==> src/wsfd_pkg.sv <==
// ----------------------------------------------------------------------------
// wsfd_pkg
// Types and constants shared by the WebSocket frame deframer.
// ----------------------------------------------------------------------------
package wsfd_pkg;

  // Parser phase, one-hot encoded
  typedef enum logic [5:0] {
    PH_B0   = 6'b000001,  // first header byte: FIN, opcode
    PH_B1   = 6'b000010,  // second header byte: MASK, 7-bit length
    PH_EXT  = 6'b000100,  // extended length bytes
    PH_KEY  = 6'b001000,  // masking key bytes
    PH_PAY  = 6'b010000,  // payload bytes
    PH_HALT = 6'b100000   // stopped after a length error
  } phase_t;

  // Result event codes
  typedef enum logic [2:0] {
    EV_DATA   = 3'd0,
    EV_CLOSE  = 3'd1,
    EV_PING   = 3'd2,
    EV_PONG   = 3'd3,
    EV_BADLEN = 3'd4,
    EV_OVER   = 3'd5
  } event_t;

  // Frame opcodes
  localparam logic [3:0] OP_CONT   = 4'h0;
  localparam logic [3:0] OP_TEXT   = 4'h1;
  localparam logic [3:0] OP_BINARY = 4'h2;
  localparam logic [3:0] OP_CLOSE  = 4'h8;
  localparam logic [3:0] OP_PING   = 4'h9;
  localparam logic [3:0] OP_PONG   = 4'hA;

  // 7-bit length codes that select an extension
  localparam logic [6:0] LEN7_EXT16 = 7'd126;
  localparam logic [6:0] LEN7_EXT64 = 7'd127;

  // Length accumulator width (64-bit extension plus its checks)
  localparam int unsigned AccWidth = 64;

  // Smallest legal 16-bit extended length; largest value too small for 64-bit
  localparam logic [AccWidth-1:0] MinExt16 = 64'd126;
  localparam logic [AccWidth-1:0] MaxShort = 64'h0000_0000_0000_FFFF;

  // Extension byte counts
  localparam logic [3:0] ExtBytes16 = 4'd2;
  localparam logic [3:0] ExtBytes64 = 4'd8;
  localparam logic [3:0] KeyBytes   = 4'd4;

  // Reset value of the frame limit: 50 MiB
  localparam logic [31:0] MaxFrameReset = 32'(50 * 1024 * 1024);

endpackage

==> src/websocket_frame_deframer_unit.sv <==
// ----------------------------------------------------------------------------
// websocket_frame_deframer_unit
// Results are registered: each appears in the cycle after its byte is taken.
// One byte per cycle while the output register is free or out_ready is high;
// header and unmask updates: combinational, parser state to output register.
// Reset (synchronous, rst_n low): parser waits for a first header byte, no
// message open, frame limit set to 52428800 bytes.
// ----------------------------------------------------------------------------
module websocket_frame_deframer_unit #(
  parameter int unsigned LENGTH_WIDTH = 64
) (
  input  logic        clk,
  input  logic        rst_n,
  // configuration write
  input  logic        cfg_valid,
  output logic        cfg_ready,
  input  logic [31:0] cfg_max_frame_bytes,
  // byte stream in
  input  logic        in_valid,
  output logic        in_ready,
  input  logic [7:0]  in_byte,
  // results out
  output logic        out_valid,
  input  logic        out_ready,
  output logic [7:0]  out_byte,
  output logic [3:0]  out_msg_type,
  output logic        out_last_of_message,
  output logic [2:0]  out_event_res
);
  import wsfd_pkg::*;

  // Largest length that fits in LENGTH_WIDTH bits
  localparam logic [AccWidth-1:0] LenLimit = (LENGTH_WIDTH >= AccWidth) ?
    {AccWidth{1'b1}} : ((64'd1 << LENGTH_WIDTH) - 64'd1);

  // State registers
  logic [31:0]             max_frame_r;
  phase_t                  phase_r, phase_nxt;
  logic [3:0]              hdr_cnt_r, hdr_cnt_nxt;
  logic [AccWidth-1:0]     len_acc_r, len_acc_nxt;
  logic [LENGTH_WIDTH-1:0] remain_r, remain_nxt;
  logic                    ext64_r, ext64_nxt;
  logic [31:0]             mask_key_r, mask_key_nxt;
  logic                    mask_on_r, mask_on_nxt;
  logic [1:0]              mask_pos_r, mask_pos_nxt;
  logic [3:0]              frame_op_r, frame_op_nxt;
  logic                    frame_fin_r, frame_fin_nxt;
  logic [3:0]              msg_op_r, msg_op_nxt;

  // Output register
  logic        out_valid_r;
  logic [7:0]  out_byte_r;
  logic [3:0]  out_type_r;
  logic        out_last_r;
  event_t      out_ev_r;

  // Step results
  logic        emit;
  logic [7:0]  res_byte;
  logic [3:0]  res_type;
  logic        res_last;
  event_t      res_ev;

  logic                in_acc;
  logic [AccWidth-1:0] acc_shift;
  logic [AccWidth-1:0] len_in;
  logic [3:0]          hdr_inc;
  logic                ext_last;
  logic                bad_len;
  logic                over;
  logic                do_len;
  logic                do_end;
  logic [3:0]          data_type;
  logic [7:0]          key_byte;
  logic                end_emit;
  event_t              end_ev;
  logic                pay_last;

  // Handshakes: the output register frees the input side
  assign cfg_ready = 1'b1;
  assign in_ready  = !out_valid_r || out_ready;
  assign in_acc    = in_valid && in_ready;

  // Datapath helpers
  assign acc_shift = {len_acc_r[AccWidth-9:0], in_byte};
  assign hdr_inc   = 4'(hdr_cnt_r + 4'd1);
  assign ext_last  = (hdr_inc == (ext64_r ? ExtBytes64 : ExtBytes16));
  assign bad_len   = ext64_r ? ((acc_shift <= MaxShort) || acc_shift[AccWidth-1])
                             : (acc_shift < MinExt16);
  assign len_in    = (phase_r == PH_B1) ? AccWidth'(in_byte[6:0]) : acc_shift;
  assign over      = (len_in > AccWidth'(max_frame_r)) || (len_in > LenLimit);
  assign data_type = (frame_op_r == OP_CONT) ? msg_op_r : frame_op_r;
  assign pay_last  = (remain_r == LENGTH_WIDTH'(1));

  // Mask byte by position in the frame
  always_comb begin
    unique case (mask_pos_r)
      2'd0:    key_byte = mask_key_r[31:24];
      2'd1:    key_byte = mask_key_r[23:16];
      2'd2:    key_byte = mask_key_r[15:8];
      default: key_byte = mask_key_r[7:0];
    endcase
  end

  // Control frame event at frame end
  always_comb begin
    end_emit = 1'b1;
    unique case (frame_op_r)
      OP_CLOSE: end_ev = EV_CLOSE;
      OP_PING:  end_ev = EV_PING;
      OP_PONG:  end_ev = EV_PONG;
      default: begin
        end_ev   = EV_DATA;
        end_emit = 1'b0;
      end
    endcase
  end

  // Parser next state and result
  always_comb begin
    phase_nxt    = phase_r;
    hdr_cnt_nxt  = hdr_cnt_r;
    len_acc_nxt  = len_acc_r;
    remain_nxt   = remain_r;
    ext64_nxt    = ext64_r;
    mask_key_nxt = mask_key_r;
    mask_on_nxt  = mask_on_r;
    mask_pos_nxt = mask_pos_r;
    frame_op_nxt = frame_op_r;
    frame_fin_nxt = frame_fin_r;
    msg_op_nxt   = msg_op_r;
    emit     = 1'b0;
    res_byte = 8'd0;
    res_type = frame_op_r;
    res_last = 1'b0;
    res_ev   = EV_DATA;
    do_len   = 1'b0;
    do_end   = 1'b0;

    unique case (phase_r)
      PH_B0: begin
        frame_fin_nxt = in_byte[7];
        frame_op_nxt  = in_byte[3:0];
        if (in_byte[3:0] == OP_TEXT || in_byte[3:0] == OP_BINARY) begin
          msg_op_nxt = in_byte[3:0];
        end
        phase_nxt = PH_B1;
      end
      PH_B1: begin
        mask_on_nxt = in_byte[7];
        len_acc_nxt = '0;
        hdr_cnt_nxt = '0;
        if (in_byte[6:0] == LEN7_EXT16) begin
          ext64_nxt = 1'b0;
          phase_nxt = PH_EXT;
        end else if (in_byte[6:0] == LEN7_EXT64) begin
          ext64_nxt = 1'b1;
          phase_nxt = PH_EXT;
        end else begin
          len_acc_nxt = len_in;
          do_len      = 1'b1;
        end
      end
      PH_EXT: begin
        len_acc_nxt = acc_shift;
        hdr_cnt_nxt = hdr_inc;
        if (ext_last) begin
          if (bad_len) begin
            phase_nxt = PH_HALT;
            emit      = 1'b1;
            res_ev    = EV_BADLEN;
          end else begin
            do_len = 1'b1;
          end
        end
      end
      PH_KEY: begin
        mask_key_nxt = {mask_key_r[23:0], in_byte};
        hdr_cnt_nxt  = hdr_inc;
        if (hdr_inc == KeyBytes) begin
          hdr_cnt_nxt  = '0;
          mask_pos_nxt = '0;
          if (remain_r == '0) begin
            do_end = 1'b1;
          end else begin
            phase_nxt = PH_PAY;
          end
        end
      end
      PH_PAY: begin
        mask_pos_nxt = 2'(mask_pos_r + 2'd1);
        remain_nxt   = remain_r - LENGTH_WIDTH'(1);
        if (frame_op_r <= OP_BINARY &&
            (data_type == OP_TEXT || data_type == OP_BINARY)) begin
          emit     = 1'b1;
          res_byte = mask_on_r ? (in_byte ^ key_byte) : in_byte;
          res_type = data_type;
          res_last = pay_last && frame_fin_r;
        end
        do_end = pay_last;
      end
      PH_HALT: begin
        phase_nxt = PH_HALT;
      end
      default: begin
        phase_nxt = PH_HALT;
      end
    endcase

    // Length complete: limit check, then key, payload or frame end
    if (do_len) begin
      if (over) begin
        phase_nxt = PH_HALT;
        emit      = 1'b1;
        res_ev    = EV_OVER;
      end else begin
        remain_nxt   = len_in[LENGTH_WIDTH-1:0];
        mask_pos_nxt = '0;
        hdr_cnt_nxt  = '0;
        if (mask_on_nxt) begin
          phase_nxt = PH_KEY;
        end else if (len_in == '0) begin
          do_end = 1'b1;
        end else begin
          phase_nxt = PH_PAY;
        end
      end
    end

    // Frame end: message bookkeeping and control events
    if (do_end) begin
      phase_nxt = PH_B0;
      if (frame_op_r <= OP_BINARY && frame_fin_r) begin
        msg_op_nxt = OP_CONT;
      end
      if (end_emit) begin
        emit     = 1'b1;
        res_byte = 8'd0;
        res_type = frame_op_r;
        res_last = 1'b0;
        res_ev   = end_ev;
      end
    end
  end

  // Control and parser state
  always_ff @(posedge clk) begin
    if (!rst_n) begin
      max_frame_r  <= MaxFrameReset;
      phase_r      <= PH_B0;
      hdr_cnt_r    <= '0;
      len_acc_r    <= '0;
      remain_r     <= '0;
      ext64_r      <= 1'b0;
      mask_key_r   <= '0;
      mask_on_r    <= 1'b0;
      mask_pos_r   <= '0;
      frame_op_r   <= OP_CONT;
      frame_fin_r  <= 1'b0;
      msg_op_r     <= OP_CONT;
      out_valid_r  <= 1'b0;
    end else begin
      if (cfg_valid) begin
        max_frame_r <= cfg_max_frame_bytes;
      end
      if (in_acc) begin
        phase_r     <= phase_nxt;
        hdr_cnt_r   <= hdr_cnt_nxt;
        len_acc_r   <= len_acc_nxt;
        remain_r    <= remain_nxt;
        ext64_r     <= ext64_nxt;
        mask_key_r  <= mask_key_nxt;
        mask_on_r   <= mask_on_nxt;
        mask_pos_r  <= mask_pos_nxt;
        frame_op_r  <= frame_op_nxt;
        frame_fin_r <= frame_fin_nxt;
        msg_op_r    <= msg_op_nxt;
      end
      if (in_acc && emit) begin
        out_valid_r <= 1'b1;
      end else if (out_ready) begin
        out_valid_r <= 1'b0;
      end
    end
  end

  // Result payload, loaded with each new result transfer
  always_ff @(posedge clk) begin
    if (in_acc && emit) begin
      out_byte_r <= res_byte;
      out_type_r <= res_type;
      out_last_r <= res_last;
      out_ev_r   <= res_ev;
    end
  end

  assign out_valid           = out_valid_r;
  assign out_byte            = out_byte_r;
  assign out_msg_type        = out_type_r;
  assign out_last_of_message = out_last_r;
  assign out_event_res       = out_ev_r;

  // Checks
  a_err_halts: assert property (@(posedge clk) disable iff (!rst_n)
    (in_acc && emit && (res_ev == EV_BADLEN || res_ev == EV_OVER))
      |=> (phase_r == PH_HALT))
    else $error("length error did not halt the parser");

  a_last_ends_frame: assert property (@(posedge clk) disable iff (!rst_n)
    (in_acc && emit && res_last) |=> (phase_r == PH_B0))
    else $error("last byte of message did not end the frame");

  a_pay_nonzero: assert property (@(posedge clk) disable iff (!rst_n)
    (phase_r == PH_PAY) |-> (remain_r != '0))
    else $error("payload phase with no bytes left");

  a_key_count: assert property (@(posedge clk) disable iff (!rst_n)
    (phase_r == PH_KEY) |-> (hdr_cnt_r < KeyBytes))
    else $error("masking key byte count out of range");

  a_data_type: assert property (@(posedge clk) disable iff (!rst_n)
    (out_valid_r && out_ev_r == EV_DATA)
      |-> (out_type_r == OP_TEXT || out_type_r == OP_BINARY))
    else $error("data result without a text or binary type");

endmodule
==> config.mk <==
export PLATFORM = sky130hd
export DESIGN_NAME = websocket_frame_deframer_unit
export DESIGN_NICKNAME = d
export VERILOG_FILES = /design/src/wsfd_pkg.sv /design/src/websocket_frame_deframer_unit.sv
export SDC_FILE = /design/constraint.sdc
export NUM_CORES = 1
export LEC_CHECK = 0
export ABC_AREA = 0
export BUFFER_PORTS_ARGS = -buffer_cell sky130_fd_sc_hd__buf_2
export CAP_MARGIN = 20
export CORE_AREA = 4 4 161 132
export DETAILED_ROUTE_END_ITERATION = 8
export DIE_AREA = 0 0 165 136
export GPL_ROUTABILITY_DRIVEN = 0
export PLACE_DENSITY_LB_ADDON = 0.12
export SYNTH_ARGS = -nofsm -noshare
export SYNTH_HDL_FRONTEND = slang
export SYNTH_SLANG_ARGS = --single-unit
==> constraint.sdc <==
create_clock -name clk -period 13.8 [get_ports clk]
set_clock_uncertainty 0.1 [all_clocks]
set_input_delay 0.69 -clock clk [delete_from_list [all_inputs] [get_ports clk]]
set_output_delay 0.69 -clock clk [all_outputs]
set_load 0.02 [all_outputs]
### After elaboration in Yosys (flattened, before gate mapping)

Index checks and enable logic that the tools add are counted.

* reductions and logical operators: 23
* magnitude comparators: 5
* equality and inequality tests: 19
* $add $sub $neg: 3
* multiplexer cells: 82
* bitwise logic cells: 1

Operators by type and width (number)
* $mux W64: 4
* $logic_not A64 Y1: 2
* $mux W56: 2
* $pmux W56 S2: 1
* $mux W6: 11
* $eq A64 B1 Y1 const B: 1
* $gt A64 B32 Y1: 1
* $gt A64 B64 Y1 const B: 1
* $le A64 B16 Y1 const B: 1
* $lt A64 B7 Y1 const B: 1
* $sub A64 B1 Y64 const B: 1
* $mux W4: 13
* $mux W8: 5
* $pmux W6 S5: 1
* $mux W1: 28
* $pmux W8 S3: 1
* $mux W3: 7
* $eq A7 B7 Y1 const B: 2
* $eq A4 B4 Y1 const B: 3
* $pmux W4 S3: 1
* $eq A4 B1 Y1 const B: 2
* $eq A4 B2 Y1 const B: 2
* $xor A8 B8 Y8: 1
* $eq A6 B1 Y1 const B: 1
* other kinds (24): 40

* word-level logic and storage cells: 150
* output and inout bits: 19
* bits in registers: 224
* input port bits: 45

### Logic depth before layout (Yosys ltp)

* depth in word-level cells: 13
* gate-level depth with buffers: 18
* mapped depth without buffers: 13

### Worst setup path before layout

OpenSTA, ideal clock, no wires.

* path kind: register to register
* from: reg phase_r[3]
* to: reg out_byte_r[0] (netlist: out_byte[0]) (enable)
* library setup time: 0.399 ns
* required time: 13.301 ns
* arrival: 4.333 ns
* slack: 8.968 ns
* path buffers: 6
* clock period less this slack: 4.832 ns
* stages on the path, launching flop included: 18
* cells stage by stage: dfxtp_1 buf_2 nor4_1 nand3b_1 clkbuf_1 clkbuf_1 clkbuf_1 and2_1 ha_1 nand4_1 nor4_1 nand3_1 o211ai_1 and2_1 buf_2 buf_2 a41oi_1 a31oi_1

* cells in the longest elaborated chain, start to end: 9
* elaborated cells between the ends (all ways): 22
* those cells by class: order compare (2); eq/ne (4); mux (13); reduce/logical (3)

RTL lines
* from (decl): RTL line websocket_frame_deframer_unit.sv:38 `phase_t phase_r, phase_nxt;`
* from (signal assigned): RTL line websocket_frame_deframer_unit.sv:267 `phase_r <= phase_nxt;`
* $eq A6 B2 Y1: RTL line websocket_frame_deframer_unit.sv:90, websocket_frame_deframer_unit.sv:140
* $mux W64: RTL line websocket_frame_deframer_unit.sv:90 `assign len_in = (phase_r == PH_B1) ? AccWidth'(in_byte[6:0]) : acc_shift;`
* $gt A64 B32 Y1, or another cell as far along: RTL line websocket_frame_deframer_unit.sv:91 `assign over = (len_in > AccWidth'(max_frame_r)) || (len_in > LenLimit);`
* $logic_or A1 B1 Y1 / $mux W1 (equally long branches): RTL line websocket_frame_deframer_unit.sv:91, websocket_frame_deframer_unit.sv:222
* $mux W1, on equally long branches: RTL line websocket_frame_deframer_unit.sv:212, websocket_frame_deframer_unit.sv:220
* $mux W1, on equally long branches: RTL line websocket_frame_deframer_unit.sv:211, websocket_frame_deframer_unit.sv:212
* $mux W1, on equally long branches: RTL line websocket_frame_deframer_unit.sv:236, websocket_frame_deframer_unit.sv:211
* $mux W1 *: RTL line websocket_frame_deframer_unit.sv:231 `if (do_end) begin`
* $logic_and A1 B1 Y1 *: RTL line websocket_frame_deframer_unit.sv:289 `if (in_acc && emit) begin`
* to (signal assigned): RTL line websocket_frame_deframer_unit.sv:290 `out_byte_r <= res_byte;`
* to (decl): RTL line websocket_frame_deframer_unit.sv:52 `logic [7:0] out_byte_r;`

Mark *: on every way between the ends. The rest lies on a longest branch, timed or not.
A chain may end at the register's enable or synchronous reset.

### Final worst setup path

* from: reg phase_r[0]
* to: reg remain_r[27]

* cells in the longest elaborated chain, start to end: 6
* elaborated cells between the ends (all ways): 11
* those cells by class: order compare (2); eq/ne (3); mux (5); reduce/logical (1)

RTL lines
* $eq A6 B2 Y1: RTL line websocket_frame_deframer_unit.sv:90, websocket_frame_deframer_unit.sv:140
* $mux W64: RTL line websocket_frame_deframer_unit.sv:90
* $gt A64 B32 Y1 / $gt A64 B64 Y1 (equally long branches): RTL line websocket_frame_deframer_unit.sv:91
* $logic_or A1 B1 Y1: RTL line websocket_frame_deframer_unit.sv:91
* $mux W64: RTL line websocket_frame_deframer_unit.sv:212 `if (over) begin`
* $mux W64 *: RTL line websocket_frame_deframer_unit.sv:211 `if (do_len) begin`
* to (signal assigned): RTL line websocket_frame_deframer_unit.sv:270 `remain_r <= remain_nxt;`
* to (decl): RTL line websocket_frame_deframer_unit.sv:41 `logic [LENGTH_WIDTH-1:0] remain_r, remain_nxt;`

Marked as above.

==> metrics.md <==
| Metric | Value |
|---|---|
| Crit path buf inv count | `3` |
| CTS clk-pin slew, worst paths | `0.07 ns` |
| Die Y | `approximately 140 um` |
| Area Growth Syn to Fin | `9.54%` |
| I/O pin count | `64` |
| Data required time of the worst path | `14.08 ns` |
| Final nets | `1519` |
| Arr. time, crit path | `approximately 5.5 ns` |
| Slowest-stage cell, CP | `nor4_1` |
| Die width | `165 um` |
| Crit path top cell by count | `buf_4` |
| Final setup fails | `0` |
| Post-route DRC | `0` |
| Largest net degree at the start of global routing | `102` |
| Setup CP Type | `reg -> reg` |
| TNS Setup | `0 ns` |
| CTS tree | `yes` |
| Synth unique cells | `78` |
| Post-layout min period | `around 5.2 ns` |
| Antenna violations before repair | `0` |
| DR vias/cell | `between 6 and 7` |
| Initial DRT Pass Iterations | `7` |
| First-pass GRT wire length | `50200 um` |
| Avg WL per Cell | `~18 um` |
| Die area | `about 0.022 sq mm` |
| Initial DRC Count | `1263` |
| Fin. Hold Viols | `0` |
| DRT antenna net count | `0` |
| Min-delay worst type | `in -> reg` |
| Crit-path max FO | `35` |
| Crit path cell chain | `nor4_1 -> nand3b_1 -> buf_4 -> and2_1 -> ha_1 -> nand4_1 -> nor4_1 -> nand3_1 -> o211ai_1 -> buf_4 -> nand2_2 -> buf_4 -> o311ai_0 -> a21oi_1` |
| Yosys reg bits | `~220` |
| Global route total overflow | `0` |
| Yosys warns | `0` |
| Hold-fix buffers, CTS | `0` |
| Post-cts resize count | `0` |
| Mapped Cells | `1433` |
| FMAX | `approximately 190 MHz` |
| Mean post-synth cell area | `between 8 and 9 sq um` |
| Clock root cell | `clkbuf_16` |
| Number of CTS-inserted buffers | `23` |
| Vias | `around 11000` |
| Initial core utilization | `about three fifths` |
| Max VDD drop | `about 0.08 mV` |
| Most common cell after layout, fill and taps aside | `dfxtp_1` |
| Status | `completed` |
| Core footprint | `around 0.02 sq mm` |
| Max Buffers Root-to-Sink | `3` |
| DPL Wire Length | `slightly above 20000 um` |
| Row cnt | `46` |
| Min Hold Slack | `roughly 0.30 ns` |
| Syn_nets | `between 1500 and 2000` |
| Most frequent cells in the layout | `208 x dfxtp_1, 187 x nand2_1, 160 x nor2_1` |
| Clock Latency Late Sink | `0.52 ns` |
| Post-CTS setup buffer count | `0` |
| CP top delay family | `simple AND/OR/NAND/NOR gates` |
| Overall routed net length | `30600 um` |
| Crit path capture type | `flip-flop` |
| Vias in the first global route | `approximately 10000` |
| Worst slew pin tran | `approximately 1.1 ns` |
| Lkg Pwr | `4.80 nW` |
| Critical path startpoint category | `flip-flop` |
| Antenna diodes | `0` |
| Final Cycle Share | `37.7%` |
| Clock Sinks | `224` |
| GRT Total Usage | `a little over a quarter` |
| I/O Buffers | `62` |
| # H-tree levels | `1` |
| Pins Over Slew Limit | `0` |
| Share of layout cells above drive strength 1 | `9.59%` |
| RSZ-0062 raised after global routing | `no` |
| Relative slew slack | `26.6%` |
| Largest stage delay on the critical path | `0.85 ns` |
| Max_cap viols | `0` |
| Fraction of registers with async set or reset after synthesis | `0%` |
| EDFF count, synth | `16` |
| Post-synthesis sequential area ratio | `about 40%` |
| Predominant post-synthesis flop cell | `dfxtp_1` |
| Mapped cell area | `around 0.012 sq mm` |
| Pwr dens | `roughly 110 mW/mm^2` |
[synthesized netlist by cell type (6+ instances only)]
master | number | share of area (%)
nand3b_1 | 6 | 0.39
a222oi_1 | 8 | 0.69
dfxtp_1 | 208 | 36
a21oi_1 | 122 | 5.3
or3_1 | 14 | 0.76
ha_1 | 40 | 4.3
a31oi_1 | 11 | 0.60
nor2_1 | 162 | 5.3
inv_1 | 49 | 1.6
buf_1 | 13 | 0.42
o221a_2 | 8 | 0.78
a2bb2oi_1 | 8 | 0.61
and3_1 | 8 | 0.43
o22ai_1 | 12 | 0.65
o21ai_0 | 52 | 2.3
nand4_1 | 28 | 1.5
nand4b_1 | 6 | 0.46
clkbuf_1 | 74 | 2.4
edfxtp_1 | 16 | 4.2
xor2_1 | 11 | 0.83
nand2b_1 | 9 | 0.49
o211ai_1 | 10 | 0.65
a22oi_1 | 53 | 3.4
and2_1 | 31 | 1.7
buf_2 | 10 | 0.43
mux2i_1 | 36 | 3.1
o21a_1 | 8 | 0.52
nor4_1 | 30 | 1.6
or4_1 | 12 | 0.78
nor3_1 | 41 | 1.8
nand2_1 | 189 | 6.1
nand3_1 | 41 | 1.8
[report_power, final]
part	switching, mW	internal, mW
Sequential	0.00822	0.662
Clock	0.257	0.351
Combinational	0.0635	0.0320
Total	0.329	1.05
[sequential cells by signal, indices dropped and copies added, names as in the netlist, 2 cells and up]
name and count:
mask_key_r 32, phase_r 6, hdr_cnt_r 4, out_msg_type 4, max_frame_r 32, remain_r 64, len_acc_r 56, frame_op_r 4
mask_pos_r 2, out_byte 8, out_event_res 3, msg_op_r 4
[final timing paths]
kind,from,endpoint,slack [ns],cells after the start
setup / recovery,phase_r[0]$_SDFFE_PN1P_,remain_r[27]$_SDFFE_PN0P_,8.60,14
hold / removal,cfg_max_frame_bytes[21],max_frame_r[21]$_SDFFE_PN1P_,0.30,3
setup reg to reg,phase_r[0]$_SDFFE_PN1P_,remain_r[27]$_SDFFE_PN0P_,8.60,14
hold reg to reg,msg_op_r[2]$_SDFFE_PN0P_,msg_op_r[2]$_SDFFE_PN0P_,0.33,2
[area by class of cell]
type,count,area [sq um]
clock buffer,39,716
multi-input combinational,1062,6340
sequential,224,4640
clock inverter,2,13.8
fill,1753,6980
tap,264,330
inverter,49,186
timing repair buffer,74,408
[tightest hold or removal path: cells and delay by family]
| kind | cells | cell delay, ns |
|---|---|---|
| buf+inv | 1 | 0.08 |
| compound gates | 1 | 0.06 |
| simple gates | 1 | 0.04 |
[cell families after synthesis]
family                   share of synthesized area [%]
AND/OR/NAND/NOR                                   26.2
AO/OA/AOI/OAI                                     20.0
flip-flops                                        40.2
buffers and inverters                             4.92
adder cells (fa/ha/maj)                           4.34
multiplexers                                      3.12
XOR/XNOR                                          1.14
other                                           0.0325
[per-stage QoR]
stage	util (%)	setup WS, ns	area, sq um	std cells	total power [mW]
floorplan	-	8.97	11500	1433	0.750
global placement	60.6	8.91	11900	1672	0.777
detailed placement	60.7	8.79	11900	1673	0.779
CTS	64.4	8.76	12600	1714	1.38
global route	64.4	8.28	12600	1714	1.42
finish	64.4	8.60	12600	1714	1.37
[layer usage]
layer | up-vias | part of all wire (%) | track usage [%]
li1 | 5182 | - | -
met1 | 4968 | 47 | 40.7
met2 | 416 | 43 | 40.4
met3 | 45 | 7.9 | 4.79
met4 | 0 | 2.1 | 6.00
met5 | - | 0 | 0
(Power assumes the default switching activity.)
